===== src/rtl/utf8d_pkg.sv =====
// utf8d_pkg: widths, constants and types shared by the UTF-8 decoder
// and its port checker. No dependencies.
`default_nettype none

package utf8d_pkg;

  localparam int unsigned BYTE_W = 8;
  localparam int unsigned CP_W   = 21;
  // code point padded up to whole bytes on the master stream
  localparam int unsigned OUT_DATA_W = ((CP_W + 7) / 8) * 8;

  localparam logic [CP_W-1:0] REPLACEMENT_RESET = 21'h00FFFD;
  localparam logic [CP_W-1:0] MAX_CODE_POINT    = 21'h10FFFF;
  localparam logic [CP_W-1:0] MIN_TWO_BYTE      = 21'h000080;
  localparam logic [CP_W-1:0] MIN_THREE_BYTE    = 21'h000800;
  localparam logic [CP_W-1:0] MIN_FOUR_BYTE     = 21'h010000;

  localparam logic [BYTE_W-1:0] ASCII_MAX      = 8'h7F;
  localparam logic [BYTE_W-1:0] LEAD2_MAX      = 8'hDF;
  localparam logic [BYTE_W-1:0] LEAD3_MAX      = 8'hEF;
  localparam logic [BYTE_W-1:0] LEAD4_VALID_MAX = 8'hF7;

  // total sequence length minus one
  typedef enum logic [1:0] {
    SEQ_NONE  = 2'd0,
    SEQ_TWO   = 2'd1,
    SEQ_THREE = 2'd2,
    SEQ_FOUR  = 2'd3
  } seq_len_t;

  typedef struct packed {
    logic [CP_W-1:0] code_point;
    logic            replaced;
  } result_t;

endpackage

`default_nettype wire


===== src/rtl/utf8_code_point_decoder_unit.sv =====
// utf8_code_point_decoder_unit: byte-stream UTF-8 decoder, top level.
// Depends on utf8d_pkg.
//
//  channel | dir | handshake            | payload
//  --------+-----+----------------------+-----------------------------------------
//  s_*     | in  | s_tvalid / s_tready  | s_tdata = data_byte, s_tlast = end_of_stream
//  m_*     | out | m_tvalid / m_tready  | m_tdata = code_point (+3 zero bits),
//          |     |                      | m_tuser = replaced
//  cfg_*   | in  | cfg_valid / cfg_ready| cfg_data = replacement_value
//
// One byte per cycle while the skid entry is empty. With the output register free,
// a result appears on m_* the cycle after the byte that completes (or breaks) a
// sequence is taken. The decode state updates in the accept cycle; the result goes
// to an output register backed by one skid entry, so a stalled sink holds up input
// only once both are full.
// rst (synchronous, active high) clears the sequence state and both output
// entries and loads replacement_value with U+FFFD. cfg_ready is always high.
`default_nettype none

module utf8_code_point_decoder_unit
  import utf8d_pkg::*;
(
  input  wire logic                  clk,
  input  wire logic                  rst,
  // slave stream
  input  wire logic                  s_tvalid,
  output logic                       s_tready,
  input  wire logic [BYTE_W-1:0]     s_tdata,   // [7:0] data_byte
  input  wire logic                  s_tlast,   // end_of_stream
  // master stream
  output logic                       m_tvalid,
  input  wire logic                  m_tready,
  output logic [OUT_DATA_W-1:0]      m_tdata,   // [20:0] code_point, [23:21] zero
  output logic                       m_tuser,   // [0] replaced
  // configuration write
  input  wire logic                  cfg_valid,
  output logic                       cfg_ready,
  input  wire logic [CP_W-1:0]       cfg_data   // [20:0] replacement_value
);

  // ---------------------------------------------------------------- state
  logic [CP_W-1:0] replacement_value;
  logic [1:0]      bytes_remaining;
  seq_len_t        sequence_length;
  logic [CP_W-1:0] partial_value;
  logic            lead_invalid;

  logic [1:0]      bytes_remaining_next;
  seq_len_t        sequence_length_next;
  logic [CP_W-1:0] partial_value_next;
  logic            lead_invalid_next;

  logic            res_valid;
  result_t         res;

  // output register and skid entry
  logic            out_valid;
  result_t         out_res;
  logic            skid_valid;
  result_t         skid_res;

  logic            accept;
  logic            emit;
  logic            out_free;

  assign cfg_ready = 1'b1;
  assign s_tready  = !skid_valid;
  assign accept    = s_tvalid && s_tready;
  assign emit      = accept && res_valid;
  assign out_free  = !out_valid || m_tready;

  // ---------------------------------------------------------------- decode
  logic [CP_W-1:0] shifted;
  logic [1:0]      rem_dec;
  logic            bad;

  always_comb begin
    shifted = {partial_value[CP_W-7:0], s_tdata[5:0]};
    rem_dec = bytes_remaining - 2'd1;

    // overlong / range check on a completed sequence
    unique case (sequence_length)
      SEQ_TWO:   bad = shifted < MIN_TWO_BYTE;
      SEQ_THREE: bad = shifted < MIN_THREE_BYTE;
      SEQ_FOUR:  bad = (shifted < MIN_FOUR_BYTE) || (shifted > MAX_CODE_POINT);
      default:   bad = 1'b1;
    endcase
    if (lead_invalid) begin
      bad = 1'b1;
    end

    bytes_remaining_next = bytes_remaining;
    sequence_length_next = sequence_length;
    partial_value_next   = partial_value;
    lead_invalid_next    = lead_invalid;
    res_valid            = 1'b0;
    res.code_point       = replacement_value;
    res.replaced         = 1'b1;

    if (bytes_remaining == 2'd0) begin
      if (s_tdata <= ASCII_MAX) begin
        res_valid      = 1'b1;
        res.code_point = {{(CP_W-BYTE_W){1'b0}}, s_tdata};
        res.replaced   = 1'b0;
      end else begin
        // lead byte: stray continuations count as two-byte leads
        if (s_tdata <= LEAD2_MAX) begin
          sequence_length_next = SEQ_TWO;
          partial_value_next   = {{(CP_W-5){1'b0}}, s_tdata[4:0]};
        end else if (s_tdata <= LEAD3_MAX) begin
          sequence_length_next = SEQ_THREE;
          partial_value_next   = {{(CP_W-4){1'b0}}, s_tdata[3:0]};
        end else begin
          sequence_length_next = SEQ_FOUR;
          partial_value_next   = {{(CP_W-3){1'b0}}, s_tdata[2:0]};
        end
        lead_invalid_next    = s_tdata > LEAD4_VALID_MAX;
        bytes_remaining_next = sequence_length_next;
        if (s_tlast) begin
          res_valid = 1'b1;   // cut short at end of stream
        end
      end
    end else begin
      partial_value_next   = shifted;
      bytes_remaining_next = rem_dec;
      if (rem_dec == 2'd0) begin
        res_valid = 1'b1;
        if (!bad) begin
          res.code_point = shifted;
          res.replaced   = 1'b0;
        end
      end else if (s_tlast) begin
        res_valid = 1'b1;
      end
    end

    // any emitted result ends the sequence
    if (res_valid) begin
      bytes_remaining_next = 2'd0;
      sequence_length_next = SEQ_NONE;
      partial_value_next   = '0;
      lead_invalid_next    = 1'b0;
    end
  end

  always_ff @(posedge clk) begin
    if (rst) begin
      replacement_value <= REPLACEMENT_RESET;
      bytes_remaining   <= 2'd0;
      sequence_length   <= SEQ_NONE;
      partial_value     <= '0;
      lead_invalid      <= 1'b0;
    end else begin
      if (cfg_valid && cfg_ready) begin
        replacement_value <= cfg_data;
      end
      if (accept) begin
        bytes_remaining <= bytes_remaining_next;
        sequence_length <= sequence_length_next;
        partial_value   <= partial_value_next;
        lead_invalid    <= lead_invalid_next;
      end
    end
  end

  // ---------------------------------------------------------------- output
  // skid holds a result only while the output register is stalled
  always_ff @(posedge clk) begin
    if (rst) begin
      out_valid  <= 1'b0;
      skid_valid <= 1'b0;
    end else if (out_free) begin
      if (skid_valid) begin
        out_valid  <= 1'b1;
        skid_valid <= 1'b0;
      end else begin
        out_valid  <= emit;
      end
    end else if (emit) begin
      skid_valid <= 1'b1;
    end
  end

  always_ff @(posedge clk) begin
    if (out_free) begin
      out_res <= skid_valid ? skid_res : res;
    end
    if (!out_free && emit) begin
      skid_res <= res;
    end
  end

  assign m_tvalid = out_valid;
  assign m_tdata  = {{(OUT_DATA_W-CP_W){1'b0}}, out_res.code_point};
  assign m_tuser  = out_res.replaced;

endmodule

`default_nettype wire


===== config.mk =====
export PLATFORM = sky130hd
export DESIGN_NAME = utf8_code_point_decoder_unit
export DESIGN_NICKNAME = d
export VERILOG_FILES = /design/src/rtl/utf8d_pkg.sv /design/src/rtl/utf8_code_point_decoder_unit.sv
export SDC_FILE = /design/constraint.sdc
export NUM_CORES = 1
export LEC_CHECK = 0
export ABC_AREA = 1
export CORE_MARGIN = 8
export CORE_UTILIZATION = 45
export DETAILED_ROUTE_END_ITERATION = 8
export DONT_BUFFER_PORTS = 1
export SYNTH_ARGS = -nofsm -noshare
export SYNTH_HDL_FRONTEND = slang
export SYNTH_SLANG_ARGS = --single-unit

===== constraint.sdc =====
create_clock -name clk -period 3.3 [get_ports clk]
set_clock_uncertainty 0.15 [all_clocks]
set_input_delay 0.165 -clock clk [delete_from_list [all_inputs] [get_ports clk]]
set_output_delay 0.165 -clock clk [all_outputs]
set_load 0.005 [all_outputs]

# [Word-level counts from Yosys, hierarchy flattened]
# Cells that the tools add are included.
[totals] reg_bits=87 output_inout_bits=28 wordCells=66
[classes] n_addsub=1 order_cmp=8 eq_ne=5 mux=27 reduce_logical=14
[op_table] cell="22-bit two-way mux" n=5
[op_table] cell="15-bit two-way mux" n=3
[op_table] cell="21-bit > comparator (second input constant)" n=1
[op_table] cell="21-bit by 12-bit less-than comparator with 1-bit output (second input constant)" n=1
[op_table] cell="21-bit by 17-bit less-than comparator with 1-bit output (second input constant)" n=1
[op_table] cell="21-bit by 8-bit less-than comparator with 1-bit output (second input constant)" n=1
[op_table] cell="8-bit less-or-equal comparator (second input constant)" n=2
[op_table] cell="2-bit two-way mux" n=6
[op_table] cell="1-bit two-way mux" n=10
[op_table] cell="8-bit > comparator (second input constant)" n=1
[op_table] cell="8-bit by 7-bit less-or-equal comparator with 1-bit output (second input constant)" n=1
[op_table] cell="5-bit two-way mux" n=1
[op_table] cell="2-bit == test (second input constant)" n=2
[op_table] cell="2-bit zero test" n=2
[op_table] cell="4-bit two-way mux" n=1
[op_table] cell="1-bit logical AND" n=3
[op_table] cell="1-bit zero test" n=3
[op_table] cell="3-bit inequality test (second input constant)" n=1
[op_table] cell="1-bit case mux with 3 select lines" n=1
[op_table] cell="3-bit AND reduction" n=1
[op_table] cell="2-bit by 1-bit == test with 1-bit output (second input constant)" n=1
[op_table] cell="1-bit logical OR" n=2
[op_table] cell="2-bit inequality test (second input constant)" n=1
[op_table] cell="2-bit AND reduction" n=1
[op_table] cell="other kinds (3)" n=3

# [Longest topological paths before layout]
# Gate-level depths: netlist of the first run.
[logic_depth] ltp_word=8 ltp_mapped=15 ltp_nobuf=14

# [Worst setup path after synthesis of the first run]
# OpenSTA, ideal clock, no wires.
[synth_timing] kind="reg-to-reg" startpoint="register bytes_remaining[1]" endpoint="register skid_res[0] (netlist bit), enable pin" arrival_time_ps=1961 required_ps=2749 slack_ps=789 stages_incl_launch_ff=7 cell_sequence="dfxtp_1 nor2_4 nand2_2 inv_2 o21ai_2 nand2_1 nor2_1"
[synth_between] elab_chain_cells=6
[synth_rtl] item="start, declared" line_no="utf8_code_point_decoder_unit.sv:43" rtl="logic [1:0] bytes_remaining;"
[synth_rtl] item="start signal, assigned" line_no="utf8_code_point_decoder_unit.sv:158" rtl="bytes_remaining <= bytes_remaining_next;"
[synth_rtl] item="2-bit by 1-bit subtractor with 2-bit output" line_no="utf8_code_point_decoder_unit.sv:79" rtl="rem_dec = bytes_remaining - 2'd1;"
[synth_rtl] item="2-bit zero test" line_no="utf8_code_point_decoder_unit.sv:126" rtl="if (rem_dec == 2'd0) begin"
[synth_rtl] item="1-bit two-way mux" line_no="utf8_code_point_decoder_unit.sv:126"
[synth_rtl] item="1-bit two-way mux *" line_no="utf8_code_point_decoder_unit.sv:100" rtl="if (bytes_remaining == 2'd0) begin"
[synth_rtl] item="1-bit logical AND *" line_no="utf8_code_point_decoder_unit.sv:69" rtl="assign emit = accept && res_valid;"
[synth_rtl] item="1-bit logical AND *" line_no="utf8_code_point_decoder_unit.sv:188" rtl="if (!out_free && emit) begin"
[synth_rtl] item="end signal, assigned" line_no="utf8_code_point_decoder_unit.sv:189" rtl="skid_res <= res;"
[synth_rtl] item="end, declared" line_no="utf8_code_point_decoder_unit.sv:60" rtl="result_t skid_res;"
# Mark *: on every way between the ends. The rest lies on a longest branch, timed or not.
# A chain may end at the register's enable or synchronous reset.

# [Final worst setup path of the first run]
[layout_timing] startpoint="register bytes_remaining[1]" endpoint="register lead_invalid"
[layout_between] elab_chain_cells=6
[layout_rtl] item="2-bit by 1-bit subtractor with 2-bit output" line_no="utf8_code_point_decoder_unit.sv:79"
[layout_rtl] item="2-bit zero test" line_no="utf8_code_point_decoder_unit.sv:126"
[layout_rtl] item="1-bit two-way mux" line_no="utf8_code_point_decoder_unit.sv:126"
[layout_rtl] item="1-bit two-way mux" line_no="utf8_code_point_decoder_unit.sv:100"
[layout_rtl] item="2-bit inequality test (no line) or 2-bit nonzero test (tied branches)"
[layout_rtl] item="3-bit AND reduction (no line)"
[layout_rtl] item="end signal, assigned" line_no="utf8_code_point_decoder_unit.sv:161" rtl="lead_invalid <= lead_invalid_next;"
[layout_rtl] item="end, declared" line_no="utf8_code_point_decoder_unit.sv:46" rtl="logic lead_invalid;"
# Several ways; a longest one is shown, not always the timed one.

==> results of run 1 <==
## cell usage after synthesis
| master | n |
|---|---|
| o21ai_1 | 6 |
| a31oi_1 | 1 |
| buf_2 | 5 |
| nor2_1 | 19 |
| o21ai_2 | 1 |
| nand3_1 | 18 |
| nor2_4 | 2 |
| buf_6 | 2 |
| nand2_1 | 179 |
| nor3_1 | 1 |
| o221ai_1 | 1 |
| nand3b_1 | 1 |
| or2_0 | 1 |
| clkbuf_1 | 13 |
| inv_1 | 44 |
| buf_1 | 1 |
| nand2_2 | 6 |
| conb_1 | 2 |
| a22oi_1 | 6 |
| o21ai_0 | 24 |
| nand3_4 | 1 |
| nand2_4 | 2 |
| buf_4 | 7 |
| inv_2 | 3 |
| a21oi_1 | 44 |
| nand4_1 | 6 |
| o211ai_1 | 6 |
| edfxtp_1 | 44 |
| nor3_4 | 1 |
| dfxtp_1 | 43 |
## path summary, 6_finish.rpt
path	endpoint	slack, ns	cells past startpoint
worst max-delay path	lead_invalid	0.96	8
worst min-delay path	sequence_length[0]	0.006	5
worst max register to register	lead_invalid	0.96	8
worst min register to register	replacement_value[17]	0.34	2
## power breakdown
group          leakage, uW  switching, uW  internal, uW
logic              0.00115            158          84.1
registers         0.000792           33.0          1210
clock network     0.000115            410           439
## cell families after synthesis
family / share of synthesized area
AND/OR/NAND/NOR: 0.2509
AO/OA/AOI/OAI: 0.1208
flip-flops: 0.5443
buffers and inverters: 0.08208
other: 0.001873
## area by class of cell
class / count / area share
clock inverters: 7 / 0.02252
clock buffers: 9 / 0.02686
multi-input cells: 330 / 0.3264
flip-flops and latches: 87 / 0.4731
well taps: 108 / 0.02930
repair buffers: 39 / 0.08356
inverters: 47 / 0.03825
## timing repair
| item | 4_1_cts | 5_1_grt |
|---|---|---|
| hold buffers | 33 | 0 |
| hold endpoints to repair | 51 | 0 |
| endpoints found under the setup margin | 0 | 0 |
## metrics by stage
step                      total power, uW  setup slack [ns]  area [um2]  utilization  std cells
after floorplan                      1423            0.7887        4016            -        492
after global placement               1461             1.143        4044       0.4660        578
final                                2336            0.9617        4612       0.5314        627
after CTS                            2352            0.9956        4612       0.5314        627
after detailed placement             1466             1.107        4044       0.4660        578
after global routing                 2444            0.8059        4612       0.5314        627
## layer usage
metal,share of wire,vias up,track usage
li1,-,1638,-
met1,0.47,1476,0.2247
met2,0.46,97,0.2523
met3,0.055,11,0.03837
met4,0.010,0,0.05614
met5,0,-,0
## sequential cells by signal, summed over array words and instances, names as in the netlist
| name | flops |
|---|---|
| lead_invalid | 1 |
| skid_res | 22 |
| replacement_value | 21 |
| sequence_length | 2 |
| partial_value | 15 |
| m_tdata | 21 |
| bytes_remaining | 2 |
| m_tuser | 1 |
| skid_valid | 1 |
| m_tvalid | 1 |
## worst register-to-register path, stage by stage, from the launching register on
cell	delay, ns
dfxtp_1	0.41
nor2_4	0.26
nand2_2	0.12
inv_2	0.27
o21ai_2	0.14
nor2_1	0.16
nand3_1	0.10
a21oi_1	0.13
dlygate4sd3_1	0.56
## cell usage in the layout (no fill, tap or decap)
cell           synthesis  final
o221ai_1               1      1
inv_8                  0      2
inv_1                 44     44
clkbuf_8               0      9
o21ai_2                1      1
nand3_1               18     18
conb_1                 2      4
nor2_4                 2      2
nand3b_1               1      1
nor3_4                 1      1
inv_2                  3      3
bufinv_16              0      2
inv_6                  0      1
nand3_4                1      1
nand2_2                6      6
nor2_1                19     19
buf_12                 0      1
buf_4                  7      6
nor3_1                 1      1
o21ai_1                6      6
nand2_4                2      2
o21ai_0               24     24
edfxtp_1              44     44
o211ai_1               6      6
dlygate4sd3_1          0     32
nand2_1              179    179
dfxtp_1               43     43
a31oi_1                1      1
a22oi_1                6      6
or2_0                  1      1
clkinv_4               0      1
nand4_1                6      6
a21oi_1               44     44
clkinv_1               0      1
==> flow_summary.yaml, run 1 <==
floorplan:
  fp.dieW_um: 110.4
  io_pins: 63
  die_h_um: 110.4
  rows: 34
  dieArea_um2: 12180
  initial_core_util: 0.4619
  core_um2: 8678
synthesis:
  synth_cells: 490
  synth_top_area_share: 0.3296
  synth.distinct_cells: 30
  syn_area_per_cell_um2: 8.181
  synth_top_area_cell: "edfxtp_1"
  synth_seq_cells: 87
  ys_warn_count: 0
  netlist_area_um2: 4009
  yosys-top-cells-area: "edfxtp_1, dfxtp_1, nand2_1, a21oi_1, inv_1"
  yosysSeqAreaShare: 0.5443
worst_setup_path:
  crit_family: "buffers and inverters"
  regToRegStartpoint: "bytes_remaining[1]"
  crit_required_ns: 3.46
  arrival_ns: 2.49
  crit_path_cell_trace: "nor2_4, nand2_2, inv_2, o21ai_2, nor2_1, nand3_1, a21oi_1, dlygate4sd3_1"
  crit_fanout: 15
  cp-startpoint: "bytes_remaining[1]"
  cp-end-kind: "flop"
  cp_slowest_cell: "dlygate4sd3_1"
  timing.critical_path.buf_inv: 2
  critPathKind: "reg2reg"
  cp-start-kind: "flop"
  crit_path_max_incr_delay_ns: 0.56
clocking:
  post_cts_buffers: 0
  cts_buffers: 9
  cts_buffer_depth: 2
  cts-root-buf: "clkbuf_8"
  tritoncts: "done"
  cts_resized: 0
  clock_latency_ns: 0.36
  clk_pin_slew_worst_paths_ns: 0.09
  cts.sinks: 87
  htreeDepth: 3
final_layout:
  nets: 549
  area.sequential_um2: 2182
  multi_input_area_um2: 1505
  nFillCells: 837
  synthToLayoutAreaGrowth_pct: 15.04
  drive_gt1_frac: 0.07322
  diodes: 0
min_path:
  min_from: "s_tlast"
  worstHoldPathType: "in2reg"
timing:
  setup_viol: 0
  final.period_utilization: 0.7086
  tightest_slew_ns: 0.9832
  slew_headroom: 0.3423
  hold_violations: 0
  rsz0062_at_grt: "false"
  drv_slew: 0
  setup_tns_ns: 0
  period_minus_slack_ns: 2.338
  holdWs_ns: 0.006275
  fmax_ghz: 0.4277
global_routing:
  grt_pass1_wl_um: 15440
  grt_overflow: 0
  grt_pass1_vias: 3042
  grt_max_degree: 37
  antenna_found_initial: 0
  grt_usage: 0.1651
pwr:
  vdd_drop_max_uv: 288.6
  power_leakage_uw: 0.002053
  power_density_nw_per_um2: 506.5
place:
  portBuffers: 0
  hpwl_um: 6665
  place.gp.congestion: 0.8684
routing:
  drtAntennaViolNets: 0
  firstDrtPassIters: 5
  wl_um: 9734
  drc_errors: 0
  dr_total_vias: 3222
  avgRoutedWirePerCell_um: 15.52
  via_per_inst: 5.139
  drt_iter0_drc: 248
run:
  drv_cap: 0
status:
  status: "finished clean"
Power figures use the tool's default switching activity.
==> run 2: changes to the inputs <==
- ABC_AREA: 1 -> 0
- clock period: 3.3 -> 2.26 ns (I/O delays scaled with it)
==> run 2 against run 1 <==
  * Clock power up 43%
  * Maximum frequency is 9.2% higher
  * Routed wire length shrank 4.2%
  * Largest cell class unchanged
  * Worst setup slack worse by 0.84 ns
  * Utilization grew 3.4 points
  * First-iteration DRC count decreased by 19%
  * Combinational power grew 23%
  * Register-to-register slack worse by 0.84 ns
  * Synthesized cell count decreased by 27%
  * Critical path depth fell by 2
  * Count of clock-buffer cells in the layout rose by 2
==> flow_summary.yaml, run 2 <==
status:
  status: "finished clean"
synthesis:
  ys_warn_count: 0
  synth_xor_area_frac: 0
  yosysSeqAreaShare: 0.5882
  synth_edf_count: 44
  yosys.area_share.simple: 0.1852
  synth_cells: 359
  synth.most_common_cell: "nor2_1"
  synth_compound_area_frac: 0.1642
  yosys-top-cells-area: "edfxtp_1, dfxtp_1, nor2_1, nand2_1, a211o_1"
  synth.distinct_cells: 43
  syn_area_per_cell_um2: 10.33
  synthFlopType: "edfxtp_1"
  synth_fa_ha_area_frac: 0
  async_flop_share: 0
  synth_seq_cells: 87
  muxShareOfSynthArea: 0.02192
  synth_common_cells: "nor2_1, edfxtp_1, dfxtp_1"
  netlist_area_um2: 3710
  synth_top_family_by_area: "simple AND/OR/NAND/NOR gates"
  synth_top_area_share: 0.3562
  synth_top_area_cell: "edfxtp_1"
pwr:
  power_density_nw_per_um2: 722.6
  power_leakage_uw: 0.001718
  vdd_drop_max_uv: 299.2
timing:
  hold_violations: 0
  drv_slew: 0
  tightest_slew_ns: 1.017
  fmax_ghz: 0.4669
  holdWs_ns: 0.01010
  setup_tns_ns: 0
  slew_headroom: 0.3220
  period_minus_slack_ns: 2.142
  final.period_utilization: 0.9478
  rsz0062_at_grt: "true"
  setup_viol: 0
clocking:
  cts.sinks: 87
  tritoncts: "done"
  clk_pin_slew_worst_paths_ns: 0.09
  cts_buffers: 9
  cts_buffer_depth: 2
  htreeDepth: 3
  clock_latency_ns: 0.35
  cts-root-buf: "clkbuf_8"
routing:
  dr_total_vias: 2879
  avgRoutedWirePerCell_um: 17.96
  firstDrtPassIters: 4
  drtAntennaViolNets: 0
  drt_iter0_drc: 200
  via_per_inst: 5.547
  wl_um: 9323
  drc_errors: 0
worst_setup_path:
  cp-start-kind: "flop"
  regToRegStartpoint: "partial_value[10]"
  rrSetupSlack_ns: 0.12
  cp-startpoint: "partial_value[10]"
  cp-end-kind: "flop"
  crit_fanout: 23
  critPathKind: "reg2reg"
  arrival_ns: 2.08
  crit_required_ns: 2.20
global_routing:
  grt_pass1_vias: 2888
  grt_usage: 0.1718
  grt_pass1_wl_um: 15260
  antenna_found_initial: 0
  grt_overflow: 0
  grt_max_degree: 45
final_layout:
  largest_register: "skid_res"
  mostFrequentLayoutCells: "nor2_1, edfxtp_1, dfxtp_1, dlygate4sd3_1, nand2_1"
  nets: 444
  drive_gt1_frac: 0.1135
  mostFrequentLayoutCell: "nor2_1"
  largest_reg_flops: 22
  nFillCells: 721
  synthToLayoutAreaGrowth_pct: 23.37
  diodes: 0
place:
  hpwl_um: 5985
  portBuffers: 0
  place.gp.congestion: 0.7972
min_path:
  min_from: "s_tdata[6]"
  worstHoldPathType: "in2reg"
floorplan:
  dieArea_um2: 11410
  core_um2: 8093
  die_h_um: 106.8
  io_pins: 63
  rows: 33
  initial_core_util: 0.4584
  fp.dieW_um: 106.8
run:
  drv_cap: 0
## run 2: worst max-delay path: stages (launching register included)
cell and delay [ns]:
dfxtp_1 0.35, nor4_4 0.32, mux2i_2 0.35, a2111oi_4 0.13, buf_12 0.18, o21ai_0 0.27, a31oi_1 0.12
## run 2: per-stage QoR
| step | util | area (um2) | setup slack [ns] | std cells | power (uW) |
|---|---|---|---|---|---|
| after detailed placement | 0.4805 | 3889 | -0.005301 | 458 | 2043 |
| after floorplan | - | 3729 | 0.1211 | 361 | 1993 |
| after global placement | 0.4805 | 3889 | 0.07560 | 458 | 2036 |
| after global routing | 0.5656 | 4577 | -0.001125 | 519 | 3446 |
| final | 0.5656 | 4577 | 0.1180 | 519 | 3307 |
| after CTS | 0.5625 | 4552 | 0.009976 | 517 | 3331 |
## run 2: kinds of logic (layout without fill, tap and decap cells)
logic type	count (synthesis)	count (layout)
buffers and inverters	29	82
muxes	8	8
DFF	87	87
AOI/OAI and AO/OA	90	90
and+or+nand+nor	143	143
other	2	4
## run 2: where the power goes
part           switching [uW]  internal (uW)
Clock                     556            654
Combinational             151            146
Sequential               46.5           1750
## run 2: worst paths after layout
path,endpoint,depth (start not counted)
setup / recovery,m_tdata[9],6
hold / removal,skid_res[7],3
setup reg to reg,m_tdata[9],6
hold reg to reg,lead_invalid,2
## run 2: repair_timing
action / in CTS / in global routing
gates resized for setup: 0 / 12
setup buffers: 0 / 2
hold endpoints to repair: 59 / 0
hold buffers: 43 / 0
setup endpoints to repair: 0 / 27
## run 2: metal layers
layer  vias to the layer above  track usage  wire length [um]
li1                       1405            -                 -
met1                      1392       0.2218              4426
met2                        65       0.2722              4377
met3                        17      0.03479               338
met4                         0      0.07739               180
met5                         -            0                 0
## run 2: cell type report
class	instances	area (um2)	area share
clock inverter	5	81.33	0.01777
timing repair buffer	63	621.8	0.1359
tap	105	131.4	0.02870
multi-input combinational	245	1408	0.3075
clock buffer	11	141.4	0.03089
sequential	87	2182	0.4768
inverter	3	11.26	0.002460
